**config.mk**
```make
export PLATFORM = sky130hd
export DESIGN_NAME = ordered_list_append_delete_after_top
export DESIGN_NICKNAME = d
export VERILOG_FILES = /design/src/sv/oladl_pkg.sv /design/src/sv/oladl_cell.sv /design/src/sv/ordered_list_append_delete_after_top.sv
export SDC_FILE = /design/constraint.sdc
export NUM_CORES = 2
export LEC_CHECK = 0
export ABC_AREA = 1
export BUFFER_PORTS_ARGS = -buffer_cell sky130_fd_sc_hd__buf_4
export CORE_ASPECT_RATIO = 1.4
export CORE_UTILIZATION = 30
export DETAILED_ROUTE_END_ITERATION = 16
export PLACE_DENSITY = 0.42
export SETUP_SLACK_MARGIN = 0.05
export SYNTH_ARGS = -nofsm -noshare
export SYNTH_HDL_FRONTEND = slang
export SYNTH_SLANG_ARGS = --single-unit
```
**constraint.sdc**
```tcl
create_clock -name clk -period 7.4 [get_ports clk]
set_input_delay 1.48 -clock clk [delete_from_list [all_inputs] [get_ports clk]]
set_output_delay 1.48 -clock clk [all_outputs]
set_load 0.05 [all_outputs]
```
**src/sv/oladl_pkg.sv**
```systemverilog
// shared types and constants for the ordered list block
`timescale 1ns / 1ps

package oladl_pkg;

    localparam int LIST_DEPTH_DEF = 32;
    localparam int WORD_W         = 32;
    localparam int OPCODE_W       = 2;
    localparam int STATUS_W       = 2;

    typedef enum logic [OPCODE_W-1:0] {
        OP_APPEND  = 2'd0,
        OP_DELETE  = 2'd1,
        OP_DISPLAY = 2'd2
    } opcode_t;

    typedef enum logic [STATUS_W-1:0] {
        STATUS_OK    = 2'd0,
        STATUS_FULL  = 2'd1,
        STATUS_NONE  = 2'd2,
        STATUS_EMPTY = 2'd3
    } status_t;

    typedef enum logic [1:0] {
        CMD_HOLD,
        CMD_APPEND,
        CMD_SHIFT,
        CMD_ROTATE
    } cell_cmd_t;

    typedef struct packed {
        cell_cmd_t                cmd;
        logic signed [WORD_W-1:0] key;
        logic signed [WORD_W-1:0] head;
    } cell_ctrl_t;

endpackage

```
**src/sv/oladl_cell.sv**
```systemverilog
// one list cell: holds one entry, compares it with the key and shifts with its neighbour
`timescale 1ns / 1ps

module oladl_cell #(
    parameter int CELL_INDEX = 0,
    parameter int CNT_W      = 6
) (
    input  logic                                  clk,
    input  oladl_pkg::cell_ctrl_t                 ctrl,
    input  logic [CNT_W-1:0]                      count,
    input  logic signed [oladl_pkg::WORD_W-1:0]   neighbour_value,
    input  logic                                  found_in,
    output logic                                  found_out,
    output logic                                  hit,
    output logic signed [oladl_pkg::WORD_W-1:0]   value
);

    localparam logic [CNT_W-1:0] IDX    = CNT_W'(CELL_INDEX);
    localparam logic [CNT_W-1:0] IDX_P1 = CNT_W'(CELL_INDEX + 1);

    logic signed [oladl_pkg::WORD_W-1:0] value_reg;
    logic signed [oladl_pkg::WORD_W-1:0] value_next;
    logic                                occupied;

    assign occupied  = IDX < count;
    assign found_out = found_in | (occupied && (value_reg == ctrl.key));
    assign hit       = found_in & occupied;
    assign value     = value_reg;

    always_comb
    begin
        value_next = value_reg;
        unique case (ctrl.cmd)
            oladl_pkg::CMD_APPEND:
            begin
                if (IDX == count)
                begin
                    value_next = ctrl.key;
                end
            end
            oladl_pkg::CMD_SHIFT:
            begin
                if (found_in)
                begin
                    value_next = neighbour_value;
                end
            end
            oladl_pkg::CMD_ROTATE:
            begin
                value_next = (IDX_P1 == count) ? ctrl.head : neighbour_value;
            end
            default:
            begin
                value_next = value_reg;
            end
        endcase
    end

    always_ff @(posedge clk)
    begin
        value_reg <= value_next;
    end

endmodule

```
**src/sv/ordered_list_append_delete_after_top.sv**
```systemverilog
// top level of the ordered list: cell chain, count, display sequencer and output register
`timescale 1ns / 1ps

// Bounded list of LIST_DEPTH signed 32-bit words in insertion order, held in a chain
// of cells. Append, delete-after and the unused opcode are each done in the accepting
// cycle: every cell compares its entry with the key at once, a found flag ripples down
// the chain and the cells behind the removed entry each take their neighbour's word in
// the same edge. Display on an empty list is done in the accepting cycle too; otherwise
// the accepting cycle starts the run, then the chain rotates one place per cycle while
// the output register is free and cell 0 feeds the output, so the input is held off
// until the last entry has left. Each item's results go through a single output
// register; a new item is taken only when that register is empty or empties in the
// same edge, so a result that waits under out_stall holds off the input. No clearing
// pass after reset; entries are tracked by the count alone.
module ordered_list_append_delete_after_top #(
    parameter int LIST_DEPTH = oladl_pkg::LIST_DEPTH_DEF
) (
    input  logic                                clk,
    input  logic                                rst_n,
    input  logic                                in_valid,
    output logic                                in_stall,
    input  logic [oladl_pkg::OPCODE_W-1:0]      opcode,
    input  logic signed [oladl_pkg::WORD_W-1:0] operand_value,
    output logic                                out_valid,
    input  logic                                out_stall,
    output logic signed [oladl_pkg::WORD_W-1:0] entry_value,
    output logic [oladl_pkg::STATUS_W-1:0]      status,
    output logic                                last_of_run
);

    localparam int CNT_W = $clog2(LIST_DEPTH + 1);
    localparam logic [CNT_W-1:0] FULL_COUNT = CNT_W'(LIST_DEPTH);
    localparam logic [CNT_W-1:0] ONE        = CNT_W'(1);

    typedef enum logic {
        ST_IDLE,
        ST_DISP
    } state_t;

    state_t                              state_reg;
    logic [CNT_W-1:0]                    count_reg;
    logic [CNT_W-1:0]                    remain_reg;
    logic                                out_valid_reg;
    logic signed [oladl_pkg::WORD_W-1:0] entry_value_reg;
    logic [oladl_pkg::STATUS_W-1:0]      status_reg;
    logic                                last_reg;

    logic                                out_free;
    logic                                accept;
    logic                                full;
    logic                                do_delete;
    oladl_pkg::cell_ctrl_t               ctrl;

    logic signed [oladl_pkg::WORD_W-1:0] cell_value [LIST_DEPTH];
    logic [LIST_DEPTH:0]                 found_chain;
    logic [LIST_DEPTH-1:0]               hit_vec;

    assign out_free  = !out_valid_reg || !out_stall;
    assign in_stall  = (state_reg != ST_IDLE) || !out_free;
    assign accept    = in_valid && !in_stall;
    assign full      = count_reg >= FULL_COUNT;
    assign do_delete = |hit_vec;

    assign out_valid   = out_valid_reg;
    assign entry_value = entry_value_reg;
    assign status      = status_reg;
    assign last_of_run = last_reg;

    assign found_chain[0] = 1'b0;

    always_comb
    begin
        ctrl.cmd  = oladl_pkg::CMD_HOLD;
        ctrl.key  = operand_value;
        ctrl.head = cell_value[0];
        if (state_reg == ST_DISP)
        begin
            if (out_free)
            begin
                ctrl.cmd = oladl_pkg::CMD_ROTATE;
            end
        end
        else if (accept)
        begin
            if ((opcode == oladl_pkg::OP_APPEND) && !full)
            begin
                ctrl.cmd = oladl_pkg::CMD_APPEND;
            end
            else if ((opcode == oladl_pkg::OP_DELETE) && do_delete)
            begin
                ctrl.cmd = oladl_pkg::CMD_SHIFT;
            end
        end
    end

    genvar g;
    generate
        for (g = 0; g < LIST_DEPTH; g++)
        begin : g_cell
            logic signed [oladl_pkg::WORD_W-1:0] nb;
            if (g == LIST_DEPTH - 1)
            begin : g_end
                assign nb = '0;
            end
            else
            begin : g_mid
                assign nb = cell_value[g+1];
            end
            oladl_cell #(
                .CELL_INDEX (g),
                .CNT_W      (CNT_W)
            ) u_cell (
                .clk             (clk),
                .ctrl            (ctrl),
                .count           (count_reg),
                .neighbour_value (nb),
                .found_in        (found_chain[g]),
                .found_out       (found_chain[g+1]),
                .hit             (hit_vec[g]),
                .value           (cell_value[g])
            );
        end
    endgenerate

    always_ff @(posedge clk or negedge rst_n)
    begin
        if (!rst_n)
        begin
            state_reg       <= ST_IDLE;
            count_reg       <= '0;
            remain_reg      <= '0;
            out_valid_reg   <= 1'b0;
            entry_value_reg <= '0;
            status_reg      <= oladl_pkg::STATUS_OK;
            last_reg        <= 1'b0;
        end
        else
        begin
            if (out_valid_reg && !out_stall)
            begin
                out_valid_reg <= 1'b0;
            end
            unique case (state_reg)
                ST_IDLE:
                begin
                    if (accept)
                    begin
                        case (opcode)
                            oladl_pkg::OP_APPEND:
                            begin
                                out_valid_reg   <= 1'b1;
                                entry_value_reg <= '0;
                                last_reg        <= 1'b1;
                                if (full)
                                begin
                                    status_reg <= oladl_pkg::STATUS_FULL;
                                end
                                else
                                begin
                                    status_reg <= oladl_pkg::STATUS_OK;
                                    count_reg  <= count_reg + ONE;
                                end
                            end
                            oladl_pkg::OP_DELETE:
                            begin
                                out_valid_reg   <= 1'b1;
                                entry_value_reg <= '0;
                                last_reg        <= 1'b1;
                                if (do_delete)
                                begin
                                    status_reg <= oladl_pkg::STATUS_OK;
                                    count_reg  <= count_reg - ONE;
                                end
                                else
                                begin
                                    status_reg <= oladl_pkg::STATUS_NONE;
                                end
                            end
                            oladl_pkg::OP_DISPLAY:
                            begin
                                if (count_reg == '0)
                                begin
                                    out_valid_reg   <= 1'b1;
                                    entry_value_reg <= '0;
                                    status_reg      <= oladl_pkg::STATUS_EMPTY;
                                    last_reg        <= 1'b1;
                                end
                                else
                                begin
                                    state_reg  <= ST_DISP;
                                    remain_reg <= count_reg;
                                end
                            end
                            default:
                            begin
                            end
                        endcase
                    end
                end
                ST_DISP:
                begin
                    if (out_free)
                    begin
                        out_valid_reg   <= 1'b1;
                        entry_value_reg <= cell_value[0];
                        status_reg      <= oladl_pkg::STATUS_OK;
                        last_reg        <= remain_reg == ONE;
                        remain_reg      <= remain_reg - ONE;
                        if (remain_reg == ONE)
                        begin
                            state_reg <= ST_IDLE;
                        end
                    end
                end
                default:
                begin
                    state_reg <= ST_IDLE;
                end
            endcase
        end
    end

    a_count_bound: assert property (@(posedge clk) disable iff (!rst_n)
        count_reg <= FULL_COUNT)
        else $error("entry count beyond list depth");

    a_disp_remain: assert property (@(posedge clk) disable iff (!rst_n)
        (state_reg == ST_DISP) |-> ((remain_reg != '0) && (remain_reg <= count_reg)))
        else $error("display counter out of range");

    a_full_hold: assert property (@(posedge clk) disable iff (!rst_n)
        (accept && (opcode == oladl_pkg::OP_APPEND) && full) |=> $stable(count_reg))
        else $error("count changed on dropped append");

    a_delete_count: assert property (@(posedge clk) disable iff (!rst_n)
        (accept && (opcode == oladl_pkg::OP_DELETE) && do_delete)
        |=> (count_reg == $past(count_reg) - ONE))
        else $error("delete did not drop count by one");

    a_disp_last: assert property (@(posedge clk) disable iff (!rst_n)
        ((state_reg == ST_DISP) && out_free && (remain_reg == ONE))
        |=> (out_valid_reg && last_reg && (state_reg == ST_IDLE)))
        else $error("display run not closed on last entry");

endmodule
```
# After elaboration in Yosys (flattened, before gate mapping)
# Index checks and enable logic that the tools add are counted.
[word_totals]
output_inout_bits = 37
wordCells = 533
register_bits = 1073
inputBits = 38
[classes]
n_reduce_logical = 85
add_sub_neg = 3
n_eq_ne = 142
magnitude_cmp = 33
bitwise = 62
n_mux = 169
[ops]
columns = ["cell", "count"]
rows = [
  ["$mux W32", 98],
  ["$pmux W32 S3", 31],
  ["$eq A32 B32 Y1", 31],
  ["$pmux W32 S2", 3],
  ["$ne A2 B1 Y1 const B", 64],
  ["$eq A5 B6 Y1 const A", 16],
  ["$lt A5 B6 Y1 const A", 16],
  ["$reduce_and A3 Y1", 32],
  ["$eq A4 B6 Y1 const A", 8],
  ["$lt A4 B6 Y1 const A", 8],
  ["$mux W6", 6],
  ["$logic_and A1 B1 Y1", 35],
  ["$and A1 B1 Y1", 31],
  ["$reduce_or A31 Y1", 1],
  ["$or A1 B1 Y1", 30],
  ["$eq A3 B6 Y1 const A", 4],
  ["$lt A3 B6 Y1 const A", 4],
  ["$pmux W6 S2", 2],
  ["$mux W2", 9],
  ["$mux W1", 13],
  ["$eq A2 B6 Y1 const A", 2],
  ["$lt A1 B6 Y1 const A", 2],
  ["$lt A2 B6 Y1 const A", 2],
  ["$ne A2 B2 Y1 const B", 6],
  ["24 further kinds", 40],
]

# Logic depth before layout (Yosys ltp)
[logic_depth]
depth_word = 42
mapped_depth = 38
depth_no_buf = 34

# Cells and area by module
# A second synthesis with hierarchy kept.
[hier_totals]
cells_unflattened = 11156
area_unflattened_um2 = 84897.7
[modules_own_cells]
columns = ["module", "n_inst", "area_each_um2", "cells_per_inst", "seq_area_each_um2"]
rows = [
  ["oladl_cell (g_cell[2].u_cell)", 1, 2890.3, 322, 960.9],
  ["oladl_cell (g_cell[26].u_cell)", 1, 2711.4, 399, 960.9],
  ["oladl_cell (g_cell[6].u_cell)", 1, 2698.8, 330, 960.9],
  ["oladl_cell (g_cell[22].u_cell)", 1, 2682.6, 363, 960.9],
  ["oladl_cell (g_cell[19].u_cell)", 1, 2670.1, 411, 960.9],
  ["oladl_cell (g_cell[25].u_cell)", 1, 2656.3, 375, 960.9],
  ["oladl_cell (g_cell[24].u_cell)", 1, 2643.8, 336, 960.9],
  ["oladl_cell (g_cell[0].u_cell)", 1, 2642.5, 317, 960.9],
  ["ordered_list_append_delete_after_top", 1, 2622.5, 360, 1226.2],
  ["oladl_cell (g_cell[14].u_cell)", 1, 2612.5, 318, 960.9],
  ["oladl_cell (g_cell[8].u_cell)", 1, 2601.2, 357, 960.9],
  ["oladl_cell (g_cell[31].u_cell)", 1, 2600.0, 329, 960.9],
  ["oladl_cell (g_cell[27].u_cell)", 1, 2598.7, 324, 960.9],
  ["oladl_cell (g_cell[29].u_cell)", 1, 2593.7, 400, 960.9],
  ["+19 rows", "-", "-", "-", "-"],
]

# Worst setup path before layout
# Ideal clock, no wire load.
[synth_timing]
path_type = "input-to-reg"
startpoint = "in operand_value[4] (netlist name)"
endpoint = "reg g_cell[31].u_cell.value_reg, in the netlist g_cell[31].u_cell.value[0] (enable)"
cell_stages = 30
required_ns = 6.839
slack_ns = 1.325
path_buffers = 5
arrival_ns = 5.513
setup_time_ns = 0.561
cell_sequence = "buf_2 > inv_2 > buf_2 > o21ai_1 > nor2_1 > nand2_1 > nor2_1 > nand3_2 > nand3_2 > nor2_4 > nand4_1 > nor2_2 > nand4_2 > nor2_4 > nand4_2 > nor2_4 > nand4_2 > nor2_4 > nand4_2 > nor2_2 > nand4_2 > nor2_4 > nand3_1 > nand2_1 > nand4_1 > buf_6 > nand2_8 > buf_8 > buf_6 > nand3_1"
[synth_via]
elab_chain_cells = 42
word_cells_on_any_way = 136
cone_classes = "36 x eq/ne; 4 x mux; 61 x bitwise; 35 x reduce/logical"
[synth_rtl]
columns = ["element", "line", "rtl"]
rows = [
  ["from (decl)", "ordered_list_append_delete_after_top.sv:23", "input logic signed [oladl_pkg::WORD_W-1:0] operand_value,"],
  ["$eq A32 B32 Y1", "oladl_cell.sv:26", "assign found_out = found_in | (occupied && (value_reg == ctrl.key));"],
  ["$logic_and A1 B1 Y1", "oladl_cell.sv:26", ""],
  ["$or A1 B1 Y1 (30 in series)", "oladl_cell.sv:26", ""],
  ["$and A1 B1 Y1", "oladl_cell.sv:27", "assign hit = found_in & occupied;"],
  ["$reduce_or A31 Y1", "ordered_list_append_delete_after_top.sv:62", "assign do_delete = |hit_vec;"],
  ["$logic_and A1 B1 Y1", "ordered_list_append_delete_after_top.sv:89", "else if ((opcode == oladl_pkg::OP_DELETE) && do_delete)"],
  ["$mux W2", "ordered_list_append_delete_after_top.sv:89", ""],
  ["$mux W2", "ordered_list_append_delete_after_top.sv:85", "if ((opcode == oladl_pkg::OP_APPEND) && !full)"],
  ["$mux W2", "ordered_list_append_delete_after_top.sv:83", "else if (accept)"],
  ["$mux W2", "ordered_list_append_delete_after_top.sv:76", "if (state_reg == ST_DISP)"],
  ["$eq A2 B2 Y1 / $eq A2 B1 Y1 (equally long branches)", "oladl_cell.sv:33", "unique case (ctrl.cmd)"],
  ["$ne A2 B1 Y1 (no source line) / $reduce_bool A3 Y1 (equally long branches)", "-", ""],
  ["$reduce_and A3 Y1 (no source line) (*)", "-", ""],
  ["to (signal assigned)", "oladl_cell.sv:61", "value_reg <= value_next;"],
  ["to (decl)", "oladl_cell.sv:21", "logic signed [oladl_pkg::WORD_W-1:0] value_reg;"],
]
# Every way passes the cells marked *; elsewhere a longest branch is shown, timed or not.
# A chain may end at the register's enable or synchronous reset.

# Worst setup path after layout
[layout_timing]
startpoint = "reg count_reg[3]"
endpoint = "reg g_cell[12].u_cell.value_reg, in the netlist g_cell[12].u_cell.value[31], data pin"
[layout_via]
elab_chain_cells = 41
word_cells_on_any_way = 139
cone_classes = "33 x order compare; 4 x eq/ne; 6 x mux; 61 x bitwise; 35 x reduce/logical"
[layout_rtl]
columns = ["element", "line", "rtl"]
rows = [
  ["from (decl)", "ordered_list_append_delete_after_top.sv:41", "logic [CNT_W-1:0] count_reg;"],
  ["from (signal assigned)", "ordered_list_append_delete_after_top.sv:161", "count_reg <= count_reg + ONE;"],
  ["from (signal assigned)", "ordered_list_append_delete_after_top.sv:172", "count_reg <= count_reg - ONE;"],
  ["$lt A1 B6 Y1", "oladl_cell.sv:25", "assign occupied = IDX < count;"],
  ["$logic_and A1 B1 Y1", "oladl_cell.sv:26", ""],
  ["$or A1 B1 Y1 (30 in series)", "oladl_cell.sv:26", ""],
  ["$and A1 B1 Y1", "oladl_cell.sv:27", ""],
  ["$reduce_or A31 Y1", "ordered_list_append_delete_after_top.sv:62", ""],
  ["$logic_and A1 B1 Y1", "ordered_list_append_delete_after_top.sv:89", ""],
  ["$mux W2", "ordered_list_append_delete_after_top.sv:89", ""],
  ["$mux W2", "ordered_list_append_delete_after_top.sv:85", ""],
  ["$mux W2", "ordered_list_append_delete_after_top.sv:83", ""],
  ["$mux W2", "ordered_list_append_delete_after_top.sv:76", ""],
  ["$eq A2 B2 Y1 / $eq A2 B1 Y1 (equally long branches)", "oladl_cell.sv:33", ""],
  ["$pmux W32 S3 (*)", "oladl_cell.sv:33", ""],
  ["via g_cell[12].u_cell.value_next (one bit)", "oladl_cell.sv:22", "logic signed [oladl_pkg::WORD_W-1:0] value_next;"],
  ["to (signal assigned)", "oladl_cell.sv:61", ""],
  ["to (decl)", "oladl_cell.sv:21", ""],
]
# The timed path passes the listed nets; every way through them passes the cells marked *.

==> flow_metrics.tcl <==
set metrics [dict create \
    status "completed" \
    ir_worst_vdd_v 0.0002787 \
    clk_pin_slew_ns 0.06 \
    grt_usage_pct 29.40 \
    syn_avg_cell_area_sq_um 8.339 \
    syn_inst 9033 \
    rsz0062_at_grt "false" \
    cts_tree "built" \
    cpMaxStageDelayCell "dfrtp_1" \
    synth-seq-cells 1073 \
    cts.sinks 1073 \
    grt_pass1_wl_mm 531.0 \
    drv_slew 0 \
    port_buffers 74 \
    min-delay-path-class "reg -> reg" \
    setup_viol 0 \
    ys_types 56 \
    final-hold-violation-count 0 \
    cts_made_buffers 121 \
    maxCapViolCount 0 \
    crit_buf_inv 3 \
    dr.pass1.iters 8 \
    regArea_sq_um 31980 \
    final_antenna_net_count 0 \
    fp.dieW_microns 425.5 \
    p_per_area_nw_per_um2 413.2 \
    h-tree-depth 3 \
    p_leak_nw 29.22 \
    crit_family "simple AND/OR/NAND/NOR gates" \
    seq_area_frac_synth_pct 42.45 \
    end_kind "flip-flop" \
    ctsResizeCount 0 \
    period_share_pct 88.66 \
    multiInputGateArea_sq_um 37140 \
    clk_latency_ns 0.81 \
    cell_internal_pwr_w 0.01891 \
    fin_area_sq_um 85180 \
    dp_hpwl_mm 270.4 \
    pwr-share-seq_pct 36.3 \
    skew_ns 0.04586 \
    relSlewSlack_pct 13.51 \
    first_iter_violations 8094 \
    core.rowCount 217 \
    gp_congestion 0.9609 \
    syn-cell-area_sq_um 75320 \
    design.core.area_sq_um 249500 \
    critPathKind "reg -> reg" \
    grt_overflow 0 \
    drive_gt1_share_pct 14.83 \
    synth_nets 9082 \
    power.share.clock_pct 18.9 \
    critPathLaunchType "flip-flop" \
    worst_pin_slew_ns 1.294 \
    worstPathMaxFanout 22 \
    antenna_found_initial 21 \
    placed_cell_area_sq_um 81040 \
    vias 71317 \
    setup_tns_ns 0 \
    grt_max_degree 174 \
    drc 0 \
    nFillCells 25532 \
    cts_setup_buffers 0 \
    p_sw_w 0.01628 \
    p_sw_share_pct 46.26 \
    syn2layout_area_growth_pct 13.08 \
    die-area_sq_um 253100 \
    viasPerCell 5.813 \
    cp.arrival_ns 7.16 \
    num_io_pins 75 \
    cp_slowest_stage_delay_ns 0.57 \
    p_comb_share_pct 44.9 \
    fmax_mhz 152.4 \
    start_util_pct 30.19 \
    cts.hold.buffers_added 0 \
    grt_pass1_vias 65388 \
    routed_wl_mm 382.9 \
    yosysWarnings 0 \
    clockBufferDepth 3 \
    root_buffer "clkbuf_16" \
    period_needed_ns 6.561 \
    cp.required_ns 8.00 \
    wl_per_cell_microns 31.21 \
    finalNetCount 8915 \
    die_h_microns 594.9 \
    largest_register_ffs 1024 \
]
-- synthesized netlist by cell type (all sizes together) --
cell,n,area (sq um)
nor4,69,431.7
o22ai,4,25.02
and3,4,25.02
nor4b,3,26.28
nor3,54,275.3
o221ai,2,17.52
clkbuf,379,1424
o2111ai,7,61.31
or4,3,22.52
nand2,1956,7363
buf,372,2490
a31o,1,8.760
nor3b,10,75.07
dlygate4sd1,176,1541
edfxtp,1024,30750
a2111oi,4,35.03
and2,2,12.51
nor2,260,1028
or3,1,6.260
nand4,244,1558
nand3b,7,52.55
dfrtp,49,1226
inv,293,1100
a21oi,41,205.2
a21o,1,7.510
clkinv,5,18.77
nand3,2122,10930
a221oi,2,17.52
xnor2,267,2338
xor2,226,1979
o21ai,69,345.3
a31oi,2,12.51
a211oi,2,15.01
ha,11,137.6
o31ai,32,240.2
a22o,1,8.760
or2,365,2283
o211ai,963,7229
-- power groups by stage --
stage / registers [W] / logic, W / clock network (W)
6_report: 0.0128 / 0.0158 / 0.00664
5_1_grt: 0.0130 / 0.0166 / 0.00691
4_1_cts: 0.0127 / 0.0157 / 0.00674
3_5_place_dp: 0.0128 / 0.0156 / 0
3_3_place_gp: 0.0128 / 0.0155 / 0
2_1_floorplan: 0.0122 / 0.00863 / 0
-- worst min-delay path: cells and delay by family (launching register included) --
family	cells	cell delay, ns
simple gates	1	0.05
compound gates	1	0.05
flops	1	0.34
-- metal layers --
| metal | wire [microns] | vias to the layer above | share of wire, % | track usage (%) |
|---|---|---|---|---|
| li1 | - | 31892 | - | - |
| met1 | 142700 | 35286 | 37 | 34.87 |
| met2 | 182900 | 3356 | 48 | 48.90 |
| met3 | 25350 | 775 | 6.6 | 3.890 |
| met4 | 31930 | 8 | 8.3 | 20.61 |
| met5 | 59 | - | 0.015 | 0 |
-- path summary, 6_finish.rpt --
kind,from,endpoint,slack (ns),cells after the start
max in group asynchronous,rst_n,entry_value[0],6.08,1
min in group asynchronous,rst_n,status[0],0.76,1
setup / recovery,count_reg[3],g_cell[12].u_cell.value[31],0.84,28
hold / removal,entry_value[23],entry_value[23],0.48,2
hold reg to reg,entry_value[23],entry_value[23],0.48,2
setup reg to reg,count_reg[3],g_cell[12].u_cell.value[31],0.84,28
-- through the flow --
step / total power (W) / hold WS, ns / setup WS, ns / utilization, % / std cells
2_1_floorplan: 0.02084 / 0.4881 / 1.325 / - / 9033
3_3_place_gp: 0.02827 / 0.4660 / 0.1373 / 32.48 / 12028
3_5_place_dp: 0.02846 / 0.4727 / 0.2698 / 32.48 / 12028
4_1_cts: 0.03516 / 0.4894 / 0.9928 / 34.13 / 12258
5_1_grt: 0.03659 / 0.5044 / 0.4590 / 34.13 / 12264
6_report: 0.03520 / 0.4834 / 0.8390 / 34.14 / 12269
-- placed cells by master, fill, tap and decap left out, drive strengths merged, types with 11 or more instances in the layout --
master  synthesis  routed
edfxtp       1024    1024
o21ai          69      69
inv           293     294
nand3        2122    2122
buf           372     637
ha             11      11
o31ai          32      32
nor2          260     260
bufinv          0      13
clkinv          5      46
xnor2         267     267
nor4           69      69
a21oi          41      41
diode           0      11
clkbuf        379     172
nand2        1956    1956
nand4         244     244
or2           365     365
dfrtp          49      49
xor2          226     226
nor3           54      54
o211ai        963     963
-- logic make-up after synthesis --
family | synth area share, %
DFF | 42.45
AOI/OAI and AO/OA | 10.93
xor gates and xnor gates | 5.733
and+or+nand+nor | 31.98
buffers and inverters | 8.728
adders and majority gates | 0.1827
-- area by class of cell --
| type | instances | share of cell area, % |
|---|---|---|
| Inverter | 298 | 1.316 |
| Clock inverter | 58 | 0.7683 |
| Timing Repair Buffer | 637 | 7.862 |
| Multi-Input combinational cell | 6735 | 43.60 |
| Sequential cell | 1073 | 37.54 |
| Antenna cell | 11 | 0.03232 |
| Tap cell | 3285 | 4.825 |
| Clock buffer | 172 | 4.057 |
Power figures use the tool's default switching activity.
